$ cat src/hdl/mtseq_pkg.sv
// Shared types, constants and decode functions for the melody tone sequencer.
`timescale 1ns / 1ps

package mtseq_pkg;

    localparam int OP_W        = 2;
    localparam int CHAR_W      = 8;
    localparam int PERIOD_W    = 12;
    localparam int INDEX_W     = 4;
    localparam int LENGTH_W    = 5;
    localparam int TPU_W       = 16;
    localparam int CODE_W      = 4;
    localparam int DIGIT_W     = 3;
    localparam int ENTRY_W     = CODE_W + DIGIT_W;
    localparam int TICKS_W     = TPU_W + DIGIT_W;

    localparam logic [CHAR_W-1:0] CHAR_ZERO  = 8'd48;
    localparam logic [CHAR_W-1:0] CHAR_NINE  = 8'd57;
    localparam logic [CHAR_W-1:0] CHAR_SHARP = 8'h23;
    localparam logic [CHAR_W-1:0] CHAR_FLAT  = 8'h5E;
    localparam logic [TPU_W-1:0]  TPU_RESET  = 16'd125;

    typedef enum logic [OP_W-1:0] {
        OP_CHAR   = 2'd0,
        OP_COMMIT = 2'd1,
        OP_TICK   = 2'd2,
        OP_IDLE   = 2'd3
    } t_op;

    // Where the period reported with an item comes from.
    typedef enum logic [1:0] {
        PSRC_HOLD,
        PSRC_SILENT,
        PSRC_NOTE
    } t_period_src;

    // Truncated 1e6 / f for codes C..B; rest and unused codes give silence.
    function automatic logic [PERIOD_W-1:0] tone_period(input logic [CODE_W-1:0] code);
        logic [PERIOD_W-1:0] p;
        begin
            case (code)
                4'd1:    p = 12'd3822;
                4'd2:    p = 12'd3607;
                4'd3:    p = 12'd3405;
                4'd4:    p = 12'd3214;
                4'd5:    p = 12'd3033;
                4'd6:    p = 12'd2863;
                4'd7:    p = 12'd2702;
                4'd8:    p = 12'd2551;
                4'd9:    p = 12'd2407;
                4'd10:   p = 12'd2272;
                4'd11:   p = 12'd2145;
                4'd12:   p = 12'd2024;
                default: p = '0;
            endcase
            return p;
        end
    endfunction

    // Tone code 1..12 of a collected name, 0 when the name is not recognized.
    function automatic logic [CODE_W-1:0] name_code(input logic [CHAR_W-1:0] first,
                                                    input logic [CHAR_W-1:0] second,
                                                    input logic [1:0]        count);
        logic [CODE_W-1:0] semi;
        logic              is_letter;
        logic [CODE_W-1:0] code;
        begin
            is_letter = 1'b1;
            case (first)
                "C":     semi = 4'd0;
                "D":     semi = 4'd2;
                "E":     semi = 4'd4;
                "F":     semi = 4'd5;
                "G":     semi = 4'd7;
                "A":     semi = 4'd9;
                "B":     semi = 4'd11;
                default: begin
                    semi      = 4'd0;
                    is_letter = 1'b0;
                end
            endcase
            code = '0;
            if (is_letter && count == 2'd1) begin
                code = semi + 4'd1;
            end else if (is_letter && count == 2'd2) begin
                if (second == CHAR_SHARP) begin
                    code = (semi == 4'd4 || semi == 4'd11) ? 4'd0 : semi + 4'd2;
                end else if (second == CHAR_FLAT) begin
                    code = (semi == 4'd0 || semi == 4'd5) ? 4'd0 : semi;
                end
            end
            return code;
        end
    endfunction

endpackage

$ cat src/hdl/mtseq_ifs.sv
// Valid/ready channel interfaces for items, results and the configuration write.
`timescale 1ns / 1ps

interface mtseq_in_if;
    import mtseq_pkg::*;
    logic                 valid;
    logic                 ready;
    t_op                  op;
    logic [CHAR_W-1:0]    char_byte;
    modport source (output valid, op, char_byte, input ready);
    modport sink   (input valid, op, char_byte, output ready);
endinterface

interface mtseq_out_if;
    import mtseq_pkg::*;
    logic                 valid;
    logic                 ready;
    logic [PERIOD_W-1:0]  pwm_period_us;
    logic [INDEX_W-1:0]   note_index;
    logic [LENGTH_W-1:0]  tune_length;
    logic                 note_started;
    logic                 bad_note;
    logic                 dropped_note;
    modport source (output valid, pwm_period_us, note_index, tune_length, note_started,
                    bad_note, dropped_note, input ready);
    modport sink   (input valid, pwm_period_us, note_index, tune_length, note_started,
                    bad_note, dropped_note, output ready);
endinterface

interface mtseq_cfg_if;
    import mtseq_pkg::*;
    logic                 valid;
    logic                 ready;
    logic [TPU_W-1:0]     ticks_per_unit;
    modport source (output valid, ticks_per_unit, input ready);
    modport sink   (input valid, ticks_per_unit, output ready);
endinterface

$ cat src/hdl/melody_parse_and_tone_sequencer.sv
// Top level of the melody tone sequencer: parser, two-bank note store and tick playback.
`timescale 1ns / 1ps

// Usage
//   i_item  : one item per handshake; op selects melody character, end-of-melody
//             commit, one time tick, or idle. char_byte matters only for characters.
//   o_result: exactly one result item per accepted item, in order: tone period
//             in microseconds (0 = silence), play position, active tune length,
//             and the note_started / bad_note / dropped_note flags.
//   i_cfg   : writes ticks_per_unit; always ready. Write it only while idle.
// Timing
//   An accepted item passes the middle stage, then the result register. One item
//   per cycle is sustained while o_result is ready: the note store is a single
//   RAM with one write port (parser) and one read port (playback), one access
//   per item, and the read data is used in the stage after acceptance.
// Stalls
//   A result register feeds o_result; a held result still lets the middle stage
//   fill, so one more item is taken before i_item.ready drops.
// Reset
//   Synchronous, active low. Clears the parser, bank select, lengths, position,
//   tick counter and period, sets ticks_per_unit to 125. Store contents are
//   not cleared; only written entries are ever played.
module melody_parse_and_tone_sequencer #(
    parameter int MAX_NOTES = 16
) (
    input  logic  i_clk,
    input  logic  i_rst_n,
    mtseq_cfg_if.sink   i_cfg,
    mtseq_in_if.sink    i_item,
    mtseq_out_if.source o_result
);

    import mtseq_pkg::*;

    localparam int DEPTH = 2 * MAX_NOTES;
    localparam int AW    = $clog2(DEPTH);
    localparam int CW    = $clog2(MAX_NOTES + 1);           // counts 0..MAX_NOTES
    localparam int PW    = (MAX_NOTES > 1) ? $clog2(MAX_NOTES) : 1;

    // Store address of a position within a bank.
    function automatic logic [AW-1:0] bank_addr(input logic bank, input logic [PW-1:0] pos);
        return bank ? AW'(MAX_NOTES) + AW'(pos) : AW'(pos);
    endfunction

    // Architectural state
    logic                r_bank,   n_bank;
    logic                r_ready,  n_ready;
    logic [CW-1:0]       r_pc,     n_pc;
    logic [CW-1:0]       r_al,     n_al;
    logic [PW-1:0]       r_pos,    n_pos;
    logic [TICKS_W-1:0]  r_tr,     n_tr;
    logic [PERIOD_W-1:0] r_period, n_period;
    logic [CHAR_W-1:0]   r_nf,     n_nf;
    logic [CHAR_W-1:0]   r_ns,     n_ns;
    logic [1:0]          r_nc,     n_nc;
    logic [TPU_W-1:0]    r_tpu;

    // Middle stage: item waiting for its store read
    logic                r_s1_valid;
    logic [PW-1:0]       r_s1_pos;
    logic [CW-1:0]       r_s1_al;
    logic                r_s1_bad;
    logic                r_s1_dropped;
    t_period_src         r_s1_src;
    logic                n_bad, n_dropped;
    t_period_src         n_src;

    // Result register
    logic                r_o_valid;
    logic [PERIOD_W-1:0] r_o_period;
    logic [INDEX_W-1:0]  r_o_index;
    logic [LENGTH_W-1:0] r_o_length;
    logic                r_o_started;
    logic                r_o_bad;
    logic                r_o_dropped;

    // Store access
    logic                wr_en, rd_en;
    logic [AW-1:0]       wr_addr, rd_addr;
    logic [ENTRY_W-1:0]  wr_data, rd_data;

    logic                accept, s1_adv;
    logic [CODE_W-1:0]   rd_code;
    logic [DIGIT_W-1:0]  rd_digit;
    logic [TICKS_W-1:0]  note_len, s1_tr_start, tr_eff;
    logic [PERIOD_W-1:0] s1_period;

    // Working values of the parse/playback step
    logic [CW-1:0]       pc_eff;
    logic [CHAR_W-1:0]   nf_eff, ns_eff;
    logic [1:0]          nc_eff;
    logic [CODE_W-1:0]   code;
    logic [CW-1:0]       pos_p1;
    logic                is_digit;

    mtseq_ram #(
        .WIDTH (ENTRY_W),
        .DEPTH (DEPTH)
    ) u_store (
        .i_clk     (i_clk),
        .i_wr_en   (wr_en),
        .i_wr_addr (wr_addr),
        .i_wr_data (wr_data),
        .i_rd_en   (rd_en),
        .i_rd_addr (rd_addr),
        .o_rd_data (rd_data)
    );

    // Handshakes: the middle stage moves on when the result register frees up.
    assign s1_adv        = r_s1_valid && (!r_o_valid || o_result.ready);
    assign i_item.ready  = !r_s1_valid || s1_adv;
    assign accept        = i_item.valid && i_item.ready;
    assign i_cfg.ready   = 1'b1;

    // Note fetched for a starting tick: period and length in ticks.
    assign rd_code     = rd_data[ENTRY_W-1:DIGIT_W];
    assign rd_digit    = rd_data[DIGIT_W-1:0];
    assign note_len    = (TICKS_W'(rd_digit) + TICKS_W'(1)) * TICKS_W'(r_tpu);
    assign s1_tr_start = (note_len == '0) ? '0 : note_len - TICKS_W'(1);

    always_comb begin
        case (r_s1_src)
            PSRC_NOTE:   s1_period = tone_period(rd_code);
            PSRC_SILENT: s1_period = '0;
            default:     s1_period = r_period;
        endcase
    end

    // Forward the tick count of a note that started one item earlier; its
    // store read lands only now.
    assign tr_eff = (r_s1_valid && r_s1_src == PSRC_NOTE) ? s1_tr_start : r_tr;

    always_comb begin
        n_bank    = r_bank;
        n_ready   = r_ready;
        n_pc      = r_pc;
        n_al      = r_al;
        n_pos     = r_pos;
        n_nf      = r_nf;
        n_ns      = r_ns;
        n_nc      = r_nc;
        n_tr      = (s1_adv && r_s1_src == PSRC_NOTE) ? s1_tr_start : r_tr;
        n_period  = s1_adv ? s1_period : r_period;
        n_bad     = 1'b0;
        n_dropped = 1'b0;
        n_src     = PSRC_HOLD;
        wr_en     = 1'b0;
        wr_addr   = '0;
        wr_data   = '0;
        rd_en     = 1'b0;
        rd_addr   = '0;
        pos_p1    = CW'(r_pos) + CW'(1);
        // A character after an uncommitted-yet-ready tune withdraws the commit.
        pc_eff    = r_ready ? '0 : r_pc;
        nf_eff    = r_ready ? '0 : r_nf;
        ns_eff    = r_ready ? '0 : r_ns;
        nc_eff    = r_ready ? '0 : r_nc;
        code      = name_code(nf_eff, ns_eff, nc_eff);
        is_digit  = (i_item.char_byte > CHAR_ZERO) && (i_item.char_byte < CHAR_NINE);

        if (accept) begin
            unique case (i_item.op)
                OP_CHAR: begin
                    n_ready = 1'b0;
                    n_pc    = pc_eff;
                    n_nf    = nf_eff;
                    n_ns    = ns_eff;
                    n_nc    = nc_eff;
                    if (is_digit) begin
                        n_bad = (code == '0);
                        if (pc_eff >= CW'(MAX_NOTES)) begin
                            n_dropped = 1'b1;
                        end else begin
                            wr_en   = 1'b1;
                            wr_addr = bank_addr(!r_bank, pc_eff[PW-1:0]);
                            wr_data = {code, DIGIT_W'(i_item.char_byte - CHAR_ZERO - 8'd1)};
                            n_pc    = pc_eff + CW'(1);
                        end
                        n_nf = '0;
                        n_ns = '0;
                        n_nc = '0;
                    end else begin
                        if (nc_eff == 2'd0) begin
                            n_nf = i_item.char_byte;
                        end else if (nc_eff == 2'd1) begin
                            n_ns = i_item.char_byte;
                        end
                        if (nc_eff != 2'd3) begin
                            n_nc = nc_eff + 2'd1;
                        end
                    end
                end
                OP_COMMIT: begin
                    n_ready = 1'b1;
                    n_nf    = '0;
                    n_ns    = '0;
                    n_nc    = '0;
                end
                OP_TICK: begin
                    if (tr_eff == '0) begin
                        n_tr = tr_eff;
                        if (r_al == '0 || pos_p1 >= r_al) begin
                            // Loop wrap: swap in a committed tune here.
                            if (r_ready) begin
                                n_bank  = !r_bank;
                                n_al    = r_pc;
                                n_pc    = '0;
                                n_ready = 1'b0;
                            end
                            n_pos = '0;
                        end else begin
                            n_pos = r_pos + PW'(1);
                        end
                        if (n_al == '0) begin
                            n_src = PSRC_SILENT;
                        end else begin
                            n_src   = PSRC_NOTE;
                            rd_en   = 1'b1;
                            rd_addr = bank_addr(n_bank, n_pos);
                        end
                    end else begin
                        n_tr = tr_eff - TICKS_W'(1);
                    end
                end
                OP_IDLE: begin
                    n_src = PSRC_HOLD;
                end
            endcase
        end
    end

    always_ff @(posedge i_clk) begin
        if (!i_rst_n) begin
            r_bank     <= 1'b0;
            r_ready    <= 1'b0;
            r_pc       <= '0;
            r_al       <= '0;
            r_pos      <= '0;
            r_tr       <= '0;
            r_period   <= '0;
            r_nf       <= '0;
            r_ns       <= '0;
            r_nc       <= '0;
            r_tpu      <= TPU_RESET;
            r_s1_valid <= 1'b0;
            r_o_valid  <= 1'b0;
        end else begin
            r_bank   <= n_bank;
            r_ready  <= n_ready;
            r_pc     <= n_pc;
            r_al     <= n_al;
            r_pos    <= n_pos;
            r_tr     <= n_tr;
            r_period <= n_period;
            r_nf     <= n_nf;
            r_ns     <= n_ns;
            r_nc     <= n_nc;
            if (i_cfg.valid) begin
                r_tpu <= i_cfg.ticks_per_unit;
            end
            // Middle stage fills on accept, drains when it moves on.
            if (accept) begin
                r_s1_valid <= 1'b1;
            end else if (s1_adv) begin
                r_s1_valid <= 1'b0;
            end
            // Result register: load from the middle stage, drop once taken.
            if (s1_adv) begin
                r_o_valid <= 1'b1;
            end else if (o_result.ready) begin
                r_o_valid <= 1'b0;
            end
        end
    end

    // Payload registers
    always_ff @(posedge i_clk) begin
        if (accept) begin
            r_s1_pos     <= n_pos;
            r_s1_al      <= n_al;
            r_s1_bad     <= n_bad;
            r_s1_dropped <= n_dropped;
            r_s1_src     <= n_src;
        end
        if (s1_adv) begin
            r_o_period  <= s1_period;
            r_o_index   <= INDEX_W'(r_s1_pos);
            r_o_length  <= LENGTH_W'(r_s1_al);
            r_o_started <= (r_s1_src == PSRC_NOTE);
            r_o_bad     <= r_s1_bad;
            r_o_dropped <= r_s1_dropped;
        end
    end

    assign o_result.valid         = r_o_valid;
    assign o_result.pwm_period_us = r_o_period;
    assign o_result.note_index    = r_o_index;
    assign o_result.tune_length   = r_o_length;
    assign o_result.note_started  = r_o_started;
    assign o_result.bad_note      = r_o_bad;
    assign o_result.dropped_note  = r_o_dropped;

endmodule

$ cat src/hdl/mtseq_ram.sv
// Generic single-write, single-read RAM with registered read data.
`timescale 1ns / 1ps

module mtseq_ram #(
    parameter int WIDTH = 8,
    parameter int DEPTH = 32
) (
    input  logic                     i_clk,
    input  logic                     i_wr_en,
    input  logic [$clog2(DEPTH)-1:0] i_wr_addr,
    input  logic [WIDTH-1:0]         i_wr_data,
    input  logic                     i_rd_en,
    input  logic [$clog2(DEPTH)-1:0] i_rd_addr,
    output logic [WIDTH-1:0]         o_rd_data
);

    logic [WIDTH-1:0] r_mem [DEPTH];
    logic [WIDTH-1:0] r_rd_data;

    always_ff @(posedge i_clk) begin
        if (i_wr_en) begin
            r_mem[i_wr_addr] <= i_wr_data;
        end
        if (i_rd_en) begin
            r_rd_data <= r_mem[i_rd_addr];
        end
    end

    assign o_rd_data = r_rd_data;

endmodule
$ cat src/flat_wrapper.sv
// flat-port wrapper written by rule: the top's interface ports become plain ports
module melody_parse_and_tone_sequencer_flat import mtseq_pkg::*;
#(
    parameter int MAX_NOTES = 16
)
  (i_clk, i_rst_n, i_cfg_valid, i_cfg_ticks_per_unit, i_cfg_ready, i_item_valid, i_item_op, i_item_char_byte, i_item_ready, o_result_valid, o_result_pwm_period_us, o_result_note_index, o_result_tune_length, o_result_note_started, o_result_bad_note, o_result_dropped_note, o_result_ready);
  mtseq_cfg_if i_cfg_i ();
  mtseq_in_if i_item_i ();
  mtseq_out_if o_result_i ();
  input  logic i_clk;
  input  logic i_rst_n;
  input wire logic [$bits(i_cfg_i.valid)-1:0] i_cfg_valid;
  input wire logic [$bits(i_cfg_i.ticks_per_unit)-1:0] i_cfg_ticks_per_unit;
  output wire logic [$bits(i_cfg_i.ready)-1:0] i_cfg_ready;
  input wire logic [$bits(i_item_i.valid)-1:0] i_item_valid;
  input wire logic [$bits(i_item_i.op)-1:0] i_item_op;
  input wire logic [$bits(i_item_i.char_byte)-1:0] i_item_char_byte;
  output wire logic [$bits(i_item_i.ready)-1:0] i_item_ready;
  output wire logic [$bits(o_result_i.valid)-1:0] o_result_valid;
  output wire logic [$bits(o_result_i.pwm_period_us)-1:0] o_result_pwm_period_us;
  output wire logic [$bits(o_result_i.note_index)-1:0] o_result_note_index;
  output wire logic [$bits(o_result_i.tune_length)-1:0] o_result_tune_length;
  output wire logic [$bits(o_result_i.note_started)-1:0] o_result_note_started;
  output wire logic [$bits(o_result_i.bad_note)-1:0] o_result_bad_note;
  output wire logic [$bits(o_result_i.dropped_note)-1:0] o_result_dropped_note;
  input wire logic [$bits(o_result_i.ready)-1:0] o_result_ready;
  assign i_cfg_i.valid = i_cfg_valid;
  assign i_cfg_i.ticks_per_unit = i_cfg_ticks_per_unit;
  assign i_cfg_ready = i_cfg_i.ready;
  assign i_item_i.valid = i_item_valid;
  assign i_item_i.op = i_item_op;
  assign i_item_i.char_byte = i_item_char_byte;
  assign i_item_ready = i_item_i.ready;
  assign o_result_valid = o_result_i.valid;
  assign o_result_pwm_period_us = o_result_i.pwm_period_us;
  assign o_result_note_index = o_result_i.note_index;
  assign o_result_tune_length = o_result_i.tune_length;
  assign o_result_note_started = o_result_i.note_started;
  assign o_result_bad_note = o_result_i.bad_note;
  assign o_result_dropped_note = o_result_i.dropped_note;
  assign o_result_i.ready = o_result_ready;
  melody_parse_and_tone_sequencer #(.MAX_NOTES(MAX_NOTES)) u_core (.i_clk(i_clk), .i_rst_n(i_rst_n), .i_cfg(i_cfg_i), .i_item(i_item_i), .o_result(o_result_i));
endmodule
$ cat config.mk
export PLATFORM = sky130hd
export DESIGN_NAME = melody_parse_and_tone_sequencer_flat
export DESIGN_NICKNAME = d
export VERILOG_FILES = /design/src/hdl/mtseq_pkg.sv /design/src/hdl/mtseq_ifs.sv /design/src/hdl/melody_parse_and_tone_sequencer.sv /design/src/hdl/mtseq_ram.sv /design/src/flat_wrapper.sv
export SDC_FILE = /design/constraint.sdc
export NUM_CORES = 1
export LEC_CHECK = 0
export BUFFER_PORTS_ARGS = -buffer_cell sky130_fd_sc_hd__buf_2
export CORE_MARGIN = 1
export CORE_UTILIZATION = 30
export CTS_BUF_LIST = sky130_fd_sc_hd__clkbuf_8
export DETAILED_ROUTE_END_ITERATION = 6
export GPL_TIMING_DRIVEN = 0
export HOLD_SLACK_MARGIN = 0.08
export PLACE_DENSITY_LB_ADDON = 0.3
export SYNTH_ARGS = -nofsm -noshare
export SYNTH_HDL_FRONTEND = slang
export SYNTH_SLANG_ARGS = --single-unit
export TNS_END_PERCENT = 30
$ cat constraint.sdc
create_clock -name i_clk -period 8.46 [get_ports i_clk]
set_input_delay 1.269 -clock i_clk [delete_from_list [all_inputs] [get_ports i_clk]]
set_output_delay 1.269 -clock i_clk [all_outputs]
set_load 0.005 [all_outputs]
Yosys cells after proc, flatten, opt, wreduce, memory -nomap -nowiden
Memories as Yosys holds them, arrays and structs flattened. A register that Yosys moved wholly into a read port is not among the register bits. Index checks and enable logic that the tools add are counted.

Bits in registers: 120. RAM bits: 224. Bits in read-only memories: 192. Memories kept: 2.

Add/sub/neg operators: 13. Multiply operators: 1. Magnitude comparators: 4. Equality and inequality tests: 21. Multiplexer cells: 87. Reduce and logical (&&, ||, !) cells: 35.

Memory list: u_core.u_store.r_mem (words 32, width 7, rd ports 1, clocked after memory_dff 1, write ports 1, line mtseq_ram.sv:17) `logic [WIDTH-1:0] r_mem [DEPTH];`; (name not given) (words 16, width 12, rd ports 1, clocked after memory_dff 0, write ports 0, line mtseq_pkg.sv:41) `case (code)`.

Operators by type and width (count): 2-to-1 mux 5 bit (23); 2-to-1 mux 19 bit (6); equality test 8 x 7 -> 1 bit (second input constant) (8); 2-to-1 mux 8 bit (7); 2-to-1 mux 4 bit (13); zero test 19 bit (2); subtractor 19 x 1 -> 19 bit (second input constant) (2); one-hot mux 8 bit (2 select lines) (2); 2-to-1 mux 7 bit (4); one-hot mux 12 bit (2 select lines) (1); one-hot mux 4 bit (6 select lines) (1); 2-to-1 mux 1 bit (23); multiplier 19 x 16 -> 19 bit (1); adder 5 x 4 -> 5 bit (first input constant) (2); zero test 5 bit (2); one-hot mux 5 bit (2 select lines) (1); adder 4 x 1 -> 4 bit (second input constant) (2); equality test 4 x 3 -> 1 bit (second input constant) (2); equality test 8 x 6 -> 1 bit (second input constant) (1); > comparator 8 x 6 -> 1 bit (second input constant) (1); zero test 4 bit (2); less-than comparator 8 x 6 -> 1 bit (second input constant) (1); 2-to-1 mux 2 bit (4); AND reduction 4 bit (2); 24 further kinds (48).

Longest topological paths before layout
Gate-level depths: netlist of the first run.

Depth in word-level cells: 15. Mapped depth: 33. Mapped depth without buffers: 26.

Cells and area by module
A second synthesis of the first run with hierarchy kept.

Cell total of the unflattened synthesis: 1460. Area, all modules: 18206.2 µm².

By module, submodules not included: melody_parse_and_tone_sequencer (times used 1, cells each 1090, area an instance 9302.7 µm²); mtseq_ram (times used 1, cells each 370, area an instance 8903.5 µm²).

Least setup slack after synthesis of the first run
No wires, ideal clock.

Kind: flip-flop to flip-flop. From: reg u_core.u_store.r_rd_data[0] (netlist: u_core.u_store.o_rd_data[0]), read port of u_core.u_store.r_mem. To: reg u_core.u_store.r_rd_data[3] (netlist: u_core.u_store.o_rd_data[3]), read port of u_core.u_store.r_mem (data pin). Setup time: 0.261 ns. Data arrival time: 7.259 ns. Data required time: 8.199 ns. Path slack: 0.940 ns. Stages on the path, launching flop included: 29. Cells stage by stage: edfxtp_1 -> ha_1 -> xor2_1 -> clkbuf_1 -> nand2_1 -> fa_1 -> inv_1 -> fa_1 -> inv_1 -> fa_1 -> nand2b_1 -> a211oi_2 -> o21ai_1 -> a2111oi_4 -> nand2_1 -> nor4_4 -> and3_1 -> clkbuf_1 -> nor3_1 -> a21oi_1 -> ha_1 -> inv_1 -> nor4b_4 -> o21a_4 -> nand2_4 -> nor4_4 -> nand2_1 -> o31ai_1 -> a21oi_1.

Word-level cells in the longest chain between the ends: 9. Elaborated cells between the ends (all ways): 13. Classes of those cells: add/sub: 2; mul: 1; mux: 8; reduce/logical: 2.

RTL lines: start: declaration (line mtseq_ram.sv:18) `logic [WIDTH-1:0] r_rd_data;`; adder 3 x 1 -> 4 bit * (line melody_parse_and_tone_sequencer.sv:118) `assign note_len = (TICKS_W'(rd_digit) + TICKS_W'(1)) * TICKS_W'(r_tpu);`; multiplier 19 x 16 -> 19 bit * (line melody_parse_and_tone_sequencer.sv:118); subtractor 19 x 1 -> 19 bit or zero test 19 bit (tied branches) (line melody_parse_and_tone_sequencer.sv:119) `assign s1_tr_start = (note_len == '0) ? '0 : note_len - TICKS_W'(1);`; 2-to-1 mux 19 bit * (line melody_parse_and_tone_sequencer.sv:119); 2-to-1 mux 19 bit * (line melody_parse_and_tone_sequencer.sv:131) `assign tr_eff = (r_s1_valid && r_s1_src == PSRC_NOTE) ? s1_tr_start : r_tr;`; zero test 19 bit * (line melody_parse_and_tone_sequencer.sv:200) `if (tr_eff == '0) begin`; 2-to-1 mux 5 bit or 2-to-1 mux 1 bit (tied branches) (line melody_parse_and_tone_sequencer.sv:200); 2-to-1 mux 5 bit or 2-to-1 mux 1 bit (tied branches) (line melody_parse_and_tone_sequencer.sv:162) `unique case (i_item.op)`; 2-to-1 mux 5 bit or 2-to-1 mux 1 bit (tied branches) (line melody_parse_and_tone_sequencer.sv:161) `if (accept) begin`.

Every way passes the cells marked *; elsewhere a longest branch is shown, timed or not. A chain may end at the register's enable or synchronous reset.

Worst setup path after layout of the first run
From: reg u_core.u_store.r_rd_data[0] (netlist: u_core.u_store.o_rd_data[0]), read port of u_core.u_store.r_mem. To: reg u_core.u_store.r_rd_data[0] (netlist: u_core.u_store.o_rd_data[0]), read port of u_core.u_store.r_mem (data pin).

Same word-level chain as after synthesis.

==> results of run 1 <==
-- routing by layer --
layer / up-vias / track usage, % / wire length (um)
li1: 6835 / - / -
met5: - / 0 / 0
met3: 103 / 2.51 / 2930
met4: 0 / 5.52 / 1490
met1: 7171 / 22.3 / 24000
met2: 414 / 30.7 / 28200
-- path summary, 6_finish.rpt --
check,endpoint,cells past startpoint
setup / recovery,u_core.u_store.o_rd_data[0]$_DFFE_PP_,28
hold / removal,u_core.o_result.note_index[0]$_DFFE_PP_,0
setup reg to reg,u_core.u_store.o_rd_data[0]$_DFFE_PP_,28
hold reg to reg,u_core.o_result.note_index[0]$_DFFE_PP_,0
-- where the power goes --
group | switching (mW) | internal (mW) | leakage (nW)
registers | 0.0175 | 1.86 | 3.55
clock network | 0.736 | 0.786 | 0.699
logic | 0.253 | 0.142 | 4.43
total | 1.01 | 2.78 | 8.68
-- cells by family (layout without fill, tap and decap cells) --
kind of cell	count (synthesis)	in the layout	synth area share (%)
fa+ha+maj	74	74	5.97
buf+inv	182	371	3.78
other cells	1	1	0.0197
compound gates	429	429	15.2
simple gates	600	600	16.3
mux	102	102	5.39
xor+xnor	50	50	2.37
flops	351	351	51.0
-- per-stage QoR --
stage	util, %	TNS, ns	std cells	setup WS (ns)
2_1_floorplan	-	0	1789	0.940
3_3_place_gp	32.8	-36.48	2680	-1.62
3_5_place_dp	33.0	-48.14	2688	-1.74
4_1_cts	35.2	0	2811	0.00376
5_1_grt	35.3	0	2815	0.0253
6_report	35.3	0	2815	0.370
-- area by class of cell --
cell class / instances / area share (%)
flip-flops and latches: 351 / 44.2
multi-input cells: 1256 / 40.0
well taps: 837 / 4.77
clock buffers: 63 / 3.95
repair buffers: 80 / 2.43
plain buffers: 91 / 1.78
inverters: 88 / 1.50
clock inverters: 49 / 1.38
-- cell usage after synthesis, drive strengths merged, types with 5 or more instances --
library cell | number | share of area, %
a211oi | 7 | 0.42
a21boi | 16 | 0.63
a21o | 9 | 0.35
a21oi | 85 | 2.3
a22oi | 24 | 0.95
a2bb2oi | 12 | 0.55
a31oi | 16 | 0.53
and2 | 65 | 2.1
and3 | 9 | 0.30
buf | 23 | 0.64
clkbuf | 71 | 1.4
dfxtp | 83 | 8.7
edfxtp | 268 | 42
fa | 28 | 2.9
ha | 46 | 3.0
inv | 86 | 1.7
mux2 | 5 | 0.30
mux2i | 97 | 5.1
nand2 | 160 | 3.2
nand2b | 31 | 1.0
nand3 | 30 | 0.79
nand4 | 18 | 0.66
nor2 | 127 | 2.6
nor2b | 46 | 1.5
nor3 | 39 | 1.1
nor4 | 19 | 0.81
o211a | 16 | 0.84
o211ai | 34 | 1.3
o21a | 14 | 0.59
o21ai | 120 | 3.2
o221ai | 8 | 0.37
o22ai | 19 | 0.62
o31ai | 11 | 0.51
or2 | 12 | 0.39
or3 | 20 | 0.66
xnor2 | 26 | 1.2
xor2 | 23 | 1.1
-- repair_timing --
action | CTS | global route
buffers inserted | 13 | 5
pin swaps | 11 | 4
setup endpoints to repair | 57 | 34
gates resized for setup | 25 | 10
-- flip-flops by register name, summed over array words and instances, names as in the netlist, 2 cells and up --
register / flops
u_core.r_pos: 4
u_core.r_s1_pos: 4
u_core.r_nf: 8
u_core.r_al: 5
u_core.r_pc: 5
u_core.u_store.r_mem: 224
u_core.r_s1_al: 5
u_core.o_result.note_index: 4
u_core.u_store.o_rd_data: 7
u_core.o_result.tune_length: 5
u_core.r_period: 12
u_core.r_s1_src: 2
u_core.r_ns: 8
u_core.r_tpu: 16
u_core.r_tr: 19
u_core.o_result.pwm_period_us: 12
u_core.r_nc: 2
==> results.cfg, run 1 <==
[cts]
clock_latency_ns = 0.70
cts_buffers = 61
clk_path_buf_depth = 3
cts.sinks = 351
cts-root-buf = clkbuf_8
cts.hold.buffers_added = 0
htreeDepth = 2
clk_pin_slew_worst_paths_ns = 0.06
cts_tree = done

[logic_synthesis]
syn_area_um2 = 19000
ys_seq_area_share_pct = 51.0
yosys_warnings = 0
synth-edff-count = 268
async_reset_ff_share_pct = 0
avgSynthCellArea_um2 = 10.6
ys_types = 92
postSynthCellCount = 1789
ys_seq_elements = 351
synth_nets = 1894
ys.flop_type = edfxtp_1

[run_status]
status = finished clean

[setup_path]
cp_max_fo = 10
crit_required_ns = 8.85
worst-setup-path-type = flop to flop
cp_slowest_cell = fa_1
r2r_slack_ns = 0.37
start_kind = flop
arrival_ns = 8.48
cp-startpoint = u_core.u_store.o_rd_data[0]$_DFFE_PP_
crit_path_frequent_cell = fa_1
crit_path_max_incr_delay_ns = 0.57
cp_top_family = compound AO/OA/AOI/OAI gates
crit_buf_inv = 6
r2r_start = u_core.u_store.o_rd_data[0]$_DFFE_PP_
end_kind = flop

[place]
port_buffers = 54
place_area_um2 = 20500
hpwl_mm = 41.1
routabilityCongestion = 0.938

[final_layout]
final_cell_mix = 268 x edfxtp_1, 158 x nand2_1, 118 x nor2_1
layout-area-overhead-vs-synth_pct = 15.3
diodes = 0
drive_above_1_share_pct = 12.5
multi_input_area_um2 = 8780
register_area_um2 = 9710
fin_nets = 2034
nFillCells = 6293
final_area_um2 = 22000
final_common_cell = edfxtp_1

[drt]
wl_per_cell_um = 20.1
routed_wirelength_mm = 56.6
drcViolationCount = 0
firstDrtPassIters = 5
dr.first_iter.drc_count = 1199
dr_total_vias = 14500
antenna_left = 0
viasPerCell = 5.16

[die]
die_h_um = 254
die-area_um2 = 64500
rows = 91
core-area_um2 = 62200
start_util_pct = 30.6
pin_count = 58
chipWidth_um = 254

[worst_hold_path]
hold_path.class = flop to flop
hp-start = u_core.r_s1_pos[0]$_DFFE_PP_

[sta]
worst_pin_slew_ns = 1.28
fin_crit_sh_pct = 95.6
setup_violations = 0
period_minus_slack_ns = 8.09
hold_viol = 0
clock_skew_ns = 0.0348
holdWs_ns = 0.425
max_freq_mhz = 124
slew_violations = 0
rsz0062_at_grt = no
max-slew-margin-rel_pct = 15.0

[global_routing]
grt_max_degree = 34
grt-ovfl-total = 0
grt_pass1_vias = 14600
grt_pass1_wl_mm = 86.9
antenna_found_initial = 0
grt_usage_pct = 17.6

[power]
powerDensity_nw_per_um2 = 173
vdd_ir_drop_max_mv = 0.129
p_leak_nw = 8.68
total_power_mw = 3.79

[job]
cap_violations = 0
No activity file was read; power rests on OpenSTA's default activity.
==> run 2, diff against run 1 <==
--- a/config.mk
+++ b/config.mk
@@ -8,7 +8,6 @@
 export BUFFER_PORTS_ARGS = -buffer_cell sky130_fd_sc_hd__buf_2
 export CORE_MARGIN = 1
 export CORE_UTILIZATION = 30
-export CTS_BUF_LIST = sky130_fd_sc_hd__clkbuf_8
 export DETAILED_ROUTE_END_ITERATION = 6
 export GPL_TIMING_DRIVEN = 0
 export HOLD_SLACK_MARGIN = 0.08
==> run 2 against run 1 <==
The flow now finishes with violations (DRC). Critical endpoint is now u_core.u_store.o_rd_data[6]$_DFFE_PP_. Worst setup slack better by 0.050 ns. Clock skew down 0.012 ns. Routed wire length fell by 0.12%. Combinational power about the same. Critical path type unchanged.
==> results.cfg, run 2 (synthesis gave the netlist of run 1 again) <==
[run_status]
status = finished, violations left
violations = DRC

[setup_path]
end_kind = flop
crit_path_max_incr_delay_ns = 0.57
crit_path_frequent_cell = fa_1
start_kind = flop
worst-setup-path-type = flop to flop
cp_max_fo = 10
crit_required_ns = 8.76
cp_slowest_cell = fa_1
arrival_ns = 8.34
r2r_slack_ns = 0.42

[sta]
period_minus_slack_ns = 8.04
max_freq_mhz = 124
fin_crit_sh_pct = 95.0
finalSetupTns_ns = 0
worst_slack_ns = 0.420
clock_skew_ns = 0.0229
max-slew-margin-rel_pct = 14.9
worst_pin_slew_ns = 1.28
slew_violations = 0
hold_viol = 0
rsz0062_at_grt = no
setup_violations = 0
holdWs_ns = 0.426

[cts]
clk_pin_slew_worst_paths_ns = 0.06
clock_latency_ns = 0.59
cts_buffers = 40
htreeDepth = 2
cts.hold.buffers_added = 0
clk_path_buf_depth = 3
cts-root-buf = clkbuf_16
cts_tree = done
cts.sinks = 351

[final_layout]
finalNonFillerCells = 2777
layout-area-overhead-vs-synth_pct = 16.1
final_area_um2 = 22100
largest_reg_flops = 224
fin_nets = 2012
top_register = u_core.u_store.r_mem
largestRegisters = u_core.u_store.r_mem (224), u_core.r_tr (19), u_core.r_tpu (16)
final_cell_mix = 268 x edfxtp_1, 158 x nand2_1, 118 x nor2_1
drive_above_1_share_pct = 12.1
utilization_pct = 35.6
final_common_cell = edfxtp_1

[global_routing]
grt-ovfl-total = 0
antenna_found_initial = 0
grt_pass1_vias = 14400
grt_usage_pct = 17.6
grt_max_degree = 34
grt_pass1_wl_mm = 86.5

[die]
pin_count = 58
rows = 91
core-area_um2 = 62200
start_util_pct = 30.6
chipWidth_um = 254
die_h_um = 254
die-area_um2 = 64500

[place]
place_ws_ns = -1.74
place_area_um2 = 20500
hpwl_mm = 41.1
placed_cells = 2688
port_buffers = 54
routabilityCongestion = 0.938

[drt]
drcViolationCount = 10
viasPerCell = 5.19
routed_wirelength_mm = 56.5
firstDrtPassIters = 7
wl_per_cell_um = 20.4
antenna_left = 0
dr_total_vias = 14400
dr.first_iter.drc_count = 1192

[job]
cap_violations = 0

[worst_hold_path]
hold_path.class = flop to flop

[power]
powerDensity_nw_per_um2 = 181
total_power_mw = 4.00
p_leak_nw = 8.61
vdd_ir_drop_max_mv = 0.153
## run 2: cell types whose count changed in the layout (fill, tap and decap cells not counted), moves of 2 or more
cell,change
clkbuf_8,-61
clkbuf_16,+40
inv_1,-29
clkbuf_1,+9
clkinv_1,-3
clkinv_2,+3
clkinv_16,+2
## run 2: cell type report
| type | count | area [um^2] |
|---|---|---|
| timing repair buffer | 80 | 534 |
| clock inverter | 22 | 239 |
| sequential | 351 | 9710 |
| fill | 6268 | 40100 |
| clock buffer | 52 | 1070 |
| multi-input combinational | 1256 | 8790 |
| tap | 837 | 1050 |
| buffer | 90 | 387 |
| antenna | 1 | 2.50 |
| inverter | 88 | 330 |
## run 2: per-layer routing
layer  up-vias  wire length [um]  GRT usage (%)
met3        83              2890           2.41
met4         0              1200           4.97
li1       6794                 -              -
met1      7115             24200           22.4
met2       422             28300           30.9
met5         -                 0              0
## run 2: report_power, final
part           switching, mW  internal, mW
clock network          0.738         0.993
registers             0.0176          1.86
logic                  0.254         0.143
## run 2: path summary, 6_finish.rpt
kind | startpoint | endpoint | cells past startpoint
max | u_core.u_store.o_rd_data[0]$_DFFE_PP_ | u_core.u_store.o_rd_data[6]$_DFFE_PP_ | 29
min | u_core.r_s1_dropped$_SDFFCE_PN0P_ | u_core.o_result.dropped_note$_DFFE_PP_ | 0
max reg2reg | u_core.u_store.o_rd_data[0]$_DFFE_PP_ | u_core.u_store.o_rd_data[6]$_DFFE_PP_ | 29
min reg2reg | u_core.r_s1_dropped$_SDFFCE_PN0P_ | u_core.o_result.dropped_note$_DFFE_PP_ | 0
## run 2: what timing repair did
| action | 4_1_cts | 5_1_grt |
|---|---|---|
| setup buffers | 14 | 4 |
| gates resized for setup | 26 | 13 |
| pin swaps | 14 | 3 |
| endpoints found under the setup margin | 57 | 45 |
## run 2: worst max-delay path: cells and delay by family, from the launching register on
kind / cells / cell delay [ns]
DFF: 1 / 0.53
buffers and inverters: 6 / 1.11
and+or+nand+nor: 10 / 2.00
AOI/OAI and AO/OA: 8 / 1.97
adders and majority gates: 4 / 1.85
muxes: 1 / 0.28
==> run 3, diff against run 2 <==
--- a/config.mk
+++ b/config.mk
@@ -11,7 +11,7 @@
 export DETAILED_ROUTE_END_ITERATION = 6
 export GPL_TIMING_DRIVEN = 0
 export HOLD_SLACK_MARGIN = 0.08
-export PLACE_DENSITY_LB_ADDON = 0.3
+export PLACE_DENSITY = 0.48
 export SYNTH_ARGS = -nofsm -noshare
 export SYNTH_HDL_FRONTEND = slang
 export SYNTH_SLANG_ARGS = --single-unit
==> run 3 against run 2 <==
The flow now finishes without violations. Utilization increased by 0.083 points. Power increased by 0.25%. Final cell count is 0.14% higher. Critical endpoint is now u_core.u_store.o_rd_data[0]$_DFFE_PP_. Largest power group unchanged. Highest routed layer unchanged.
==> results.cfg, run 3 (synthesis gave the netlist of run 1 again) <==
[die]
die-area_um2 = 64500
chipWidth_um = 254
start_util_pct = 30.6
rows = 91
core-area_um2 = 62200
pin_count = 58
die_h_um = 254

[cts]
clk_path_buf_depth = 3
cts.sinks = 351
cts_buffers = 41
clk_pin_slew_worst_paths_ns = 0.06
cts_tree = done
cts-root-buf = clkbuf_16
htreeDepth = 2
cts.hold.buffers_added = 0
clock_latency_ns = 0.58

[final_layout]
top_register = u_core.u_store.r_mem
largest_reg_flops = 224
utilization_pct = 35.6
layout-area-overhead-vs-synth_pct = 16.3
largestRegisters = u_core.u_store.r_mem (224), u_core.r_tr (19), u_core.r_tpu (16)
drive_above_1_share_pct = 12.4
final_cell_mix = 268 x edfxtp_1, 158 x nand2_1, 118 x nor2_1
nFillCells = 6270
final_common_cell = edfxtp_1
fin_nets = 2017

[power]
p_seq_share_pct = 46.7
swShare_pct = 24.8
clkPwrFrac_pct = 43.5
vdd_ir_drop_max_mv = 0.147
p_int_mw = 3.02
powerDensity_nw_per_um2 = 181
total_power_mw = 4.01
p_leak_nw = 8.67
switching_power_uw = 995
combPwrFrac_pct = 9.8

[sta]
period_minus_slack_ns = 8.08
hold_viol = 0
setup_violations = 0
worst_pin_slew_ns = 1.38
slew_violations = 0
clock_skew_ns = 0.0151
max-slew-margin-rel_pct = 7.96
holdWs_ns = 0.421
max_freq_mhz = 124
rsz0062_at_grt = no
fin_crit_sh_pct = 95.5

[run_status]
status = finished clean

[drt]
wl_per_cell_um = 20.3
viasPerCell = 5.15
routed_wirelength_mm = 56.3
dr.first_iter.drc_count = 1071
dr_total_vias = 14300
drcViolationCount = 0
firstDrtPassIters = 5
antenna_left = 0

[setup_path]
end_kind = flop
cp_top_family = simple AND/OR/NAND/NOR gates
rr_worst_depth = 31
worst-setup-path-type = flop to flop
arrival_ns = 8.44
start_kind = flop
path_depth = 31
crit_buf_inv = 8
cp_slowest_cell = fa_1
crit_required_ns = 8.82
crit_path_max_incr_delay_ns = 0.57
cp_max_fo = 10

[global_routing]
grt_pass1_wl_mm = 86.4
antenna_found_initial = 1
grt-ovfl-total = 0
grt_pass1_vias = 14400
grt_usage_pct = 17.7
grt_max_degree = 34

[place]
port_buffers = 54
hpwl_mm = 40.7
routabilityCongestion = 0.935

[worst_hold_path]
hold_path.class = flop to flop
hold_depth = 0

[job]
cap_violations = 0
==> run 3: cell types whose count changed in the layout (fill, tap and decap cells not counted), sizes merged <==
cell | previous run | this run
buf | 103 | 106
clkinv | 18 | 19
clkinvlp | 2 | 1
inv | 87 | 88
==> run 3: per-stage QoR <==
step	instance area, um^2	TNS [ns]	setup slack [ns]	std cells
2_1_floorplan	19000	0	0.940	1789
3_3_place_gp	20400	-39.30	-1.55	2680
3_5_place_dp	20500	-45.52	-1.68	2685
4_1_cts	22000	-0.00402	-0.00402	2770
5_1_grt	22200	0	0.0410	2780
6_report	22200	0	0.380	2781
==> run 3: what timing repair did <==
item | in CTS | in global routing
resized for setup | 26 | 13
buffers inserted | 13 | 11
gates cloned | 0 | 0
pin swaps | 6 | 6
setup endpoints to repair | 56 | 31
hold endpoints to repair | 0 | 0
==> run 3: final timing paths <==
kind | to | start | slack (ns)
max | u_core.u_store.o_rd_data[0]$_DFFE_PP_ | u_core.u_store.o_rd_data[0]$_DFFE_PP_ | 0.38
min | u_core.o_result.tune_length[2]$_DFFE_PP_ | u_core.r_s1_al[2]$_DFFE_PP_ | 0.42
max reg2reg | u_core.u_store.o_rd_data[0]$_DFFE_PP_ | u_core.u_store.o_rd_data[0]$_DFFE_PP_ | 0.38
min reg2reg | u_core.o_result.tune_length[2]$_DFFE_PP_ | u_core.r_s1_al[2]$_DFFE_PP_ | 0.42
==> run 3: metal layers <==
metal  share of wire [%]  GRT usage, %
met5                   0             0
met2                  47          29.2
met3                 5.0          3.36
met4                 2.8          6.28
met1                  45          22.9
==> run 3: final cells by class <==
cell class / instances / area, um^2 / share of cell area [%]
clock inverter: 23 / 220 / 0.994
buffer: 91 / 397 / 1.79
clock buffer: 51 / 1090 / 4.94
antenna: 1 / 2.50 / 0.0113
sequential: 351 / 9710 / 43.8
multi-input combinational: 1256 / 8820 / 39.8
timing repair buffer: 83 / 541 / 2.44
tap: 837 / 1050 / 4.73
inverter: 88 / 330 / 1.49
==> run 3: power by group through the flow <==
stage          combinational, mW  clock (mW)  sequential, mW
2_1_floorplan              0.275           0            1.90
3_3_place_gp               0.376           0            1.91
3_5_place_dp               0.378           0            1.91
4_1_cts                    0.391        1.80            1.87
5_1_grt                    0.435        1.86            1.88
6_report                   0.393        1.75            1.87
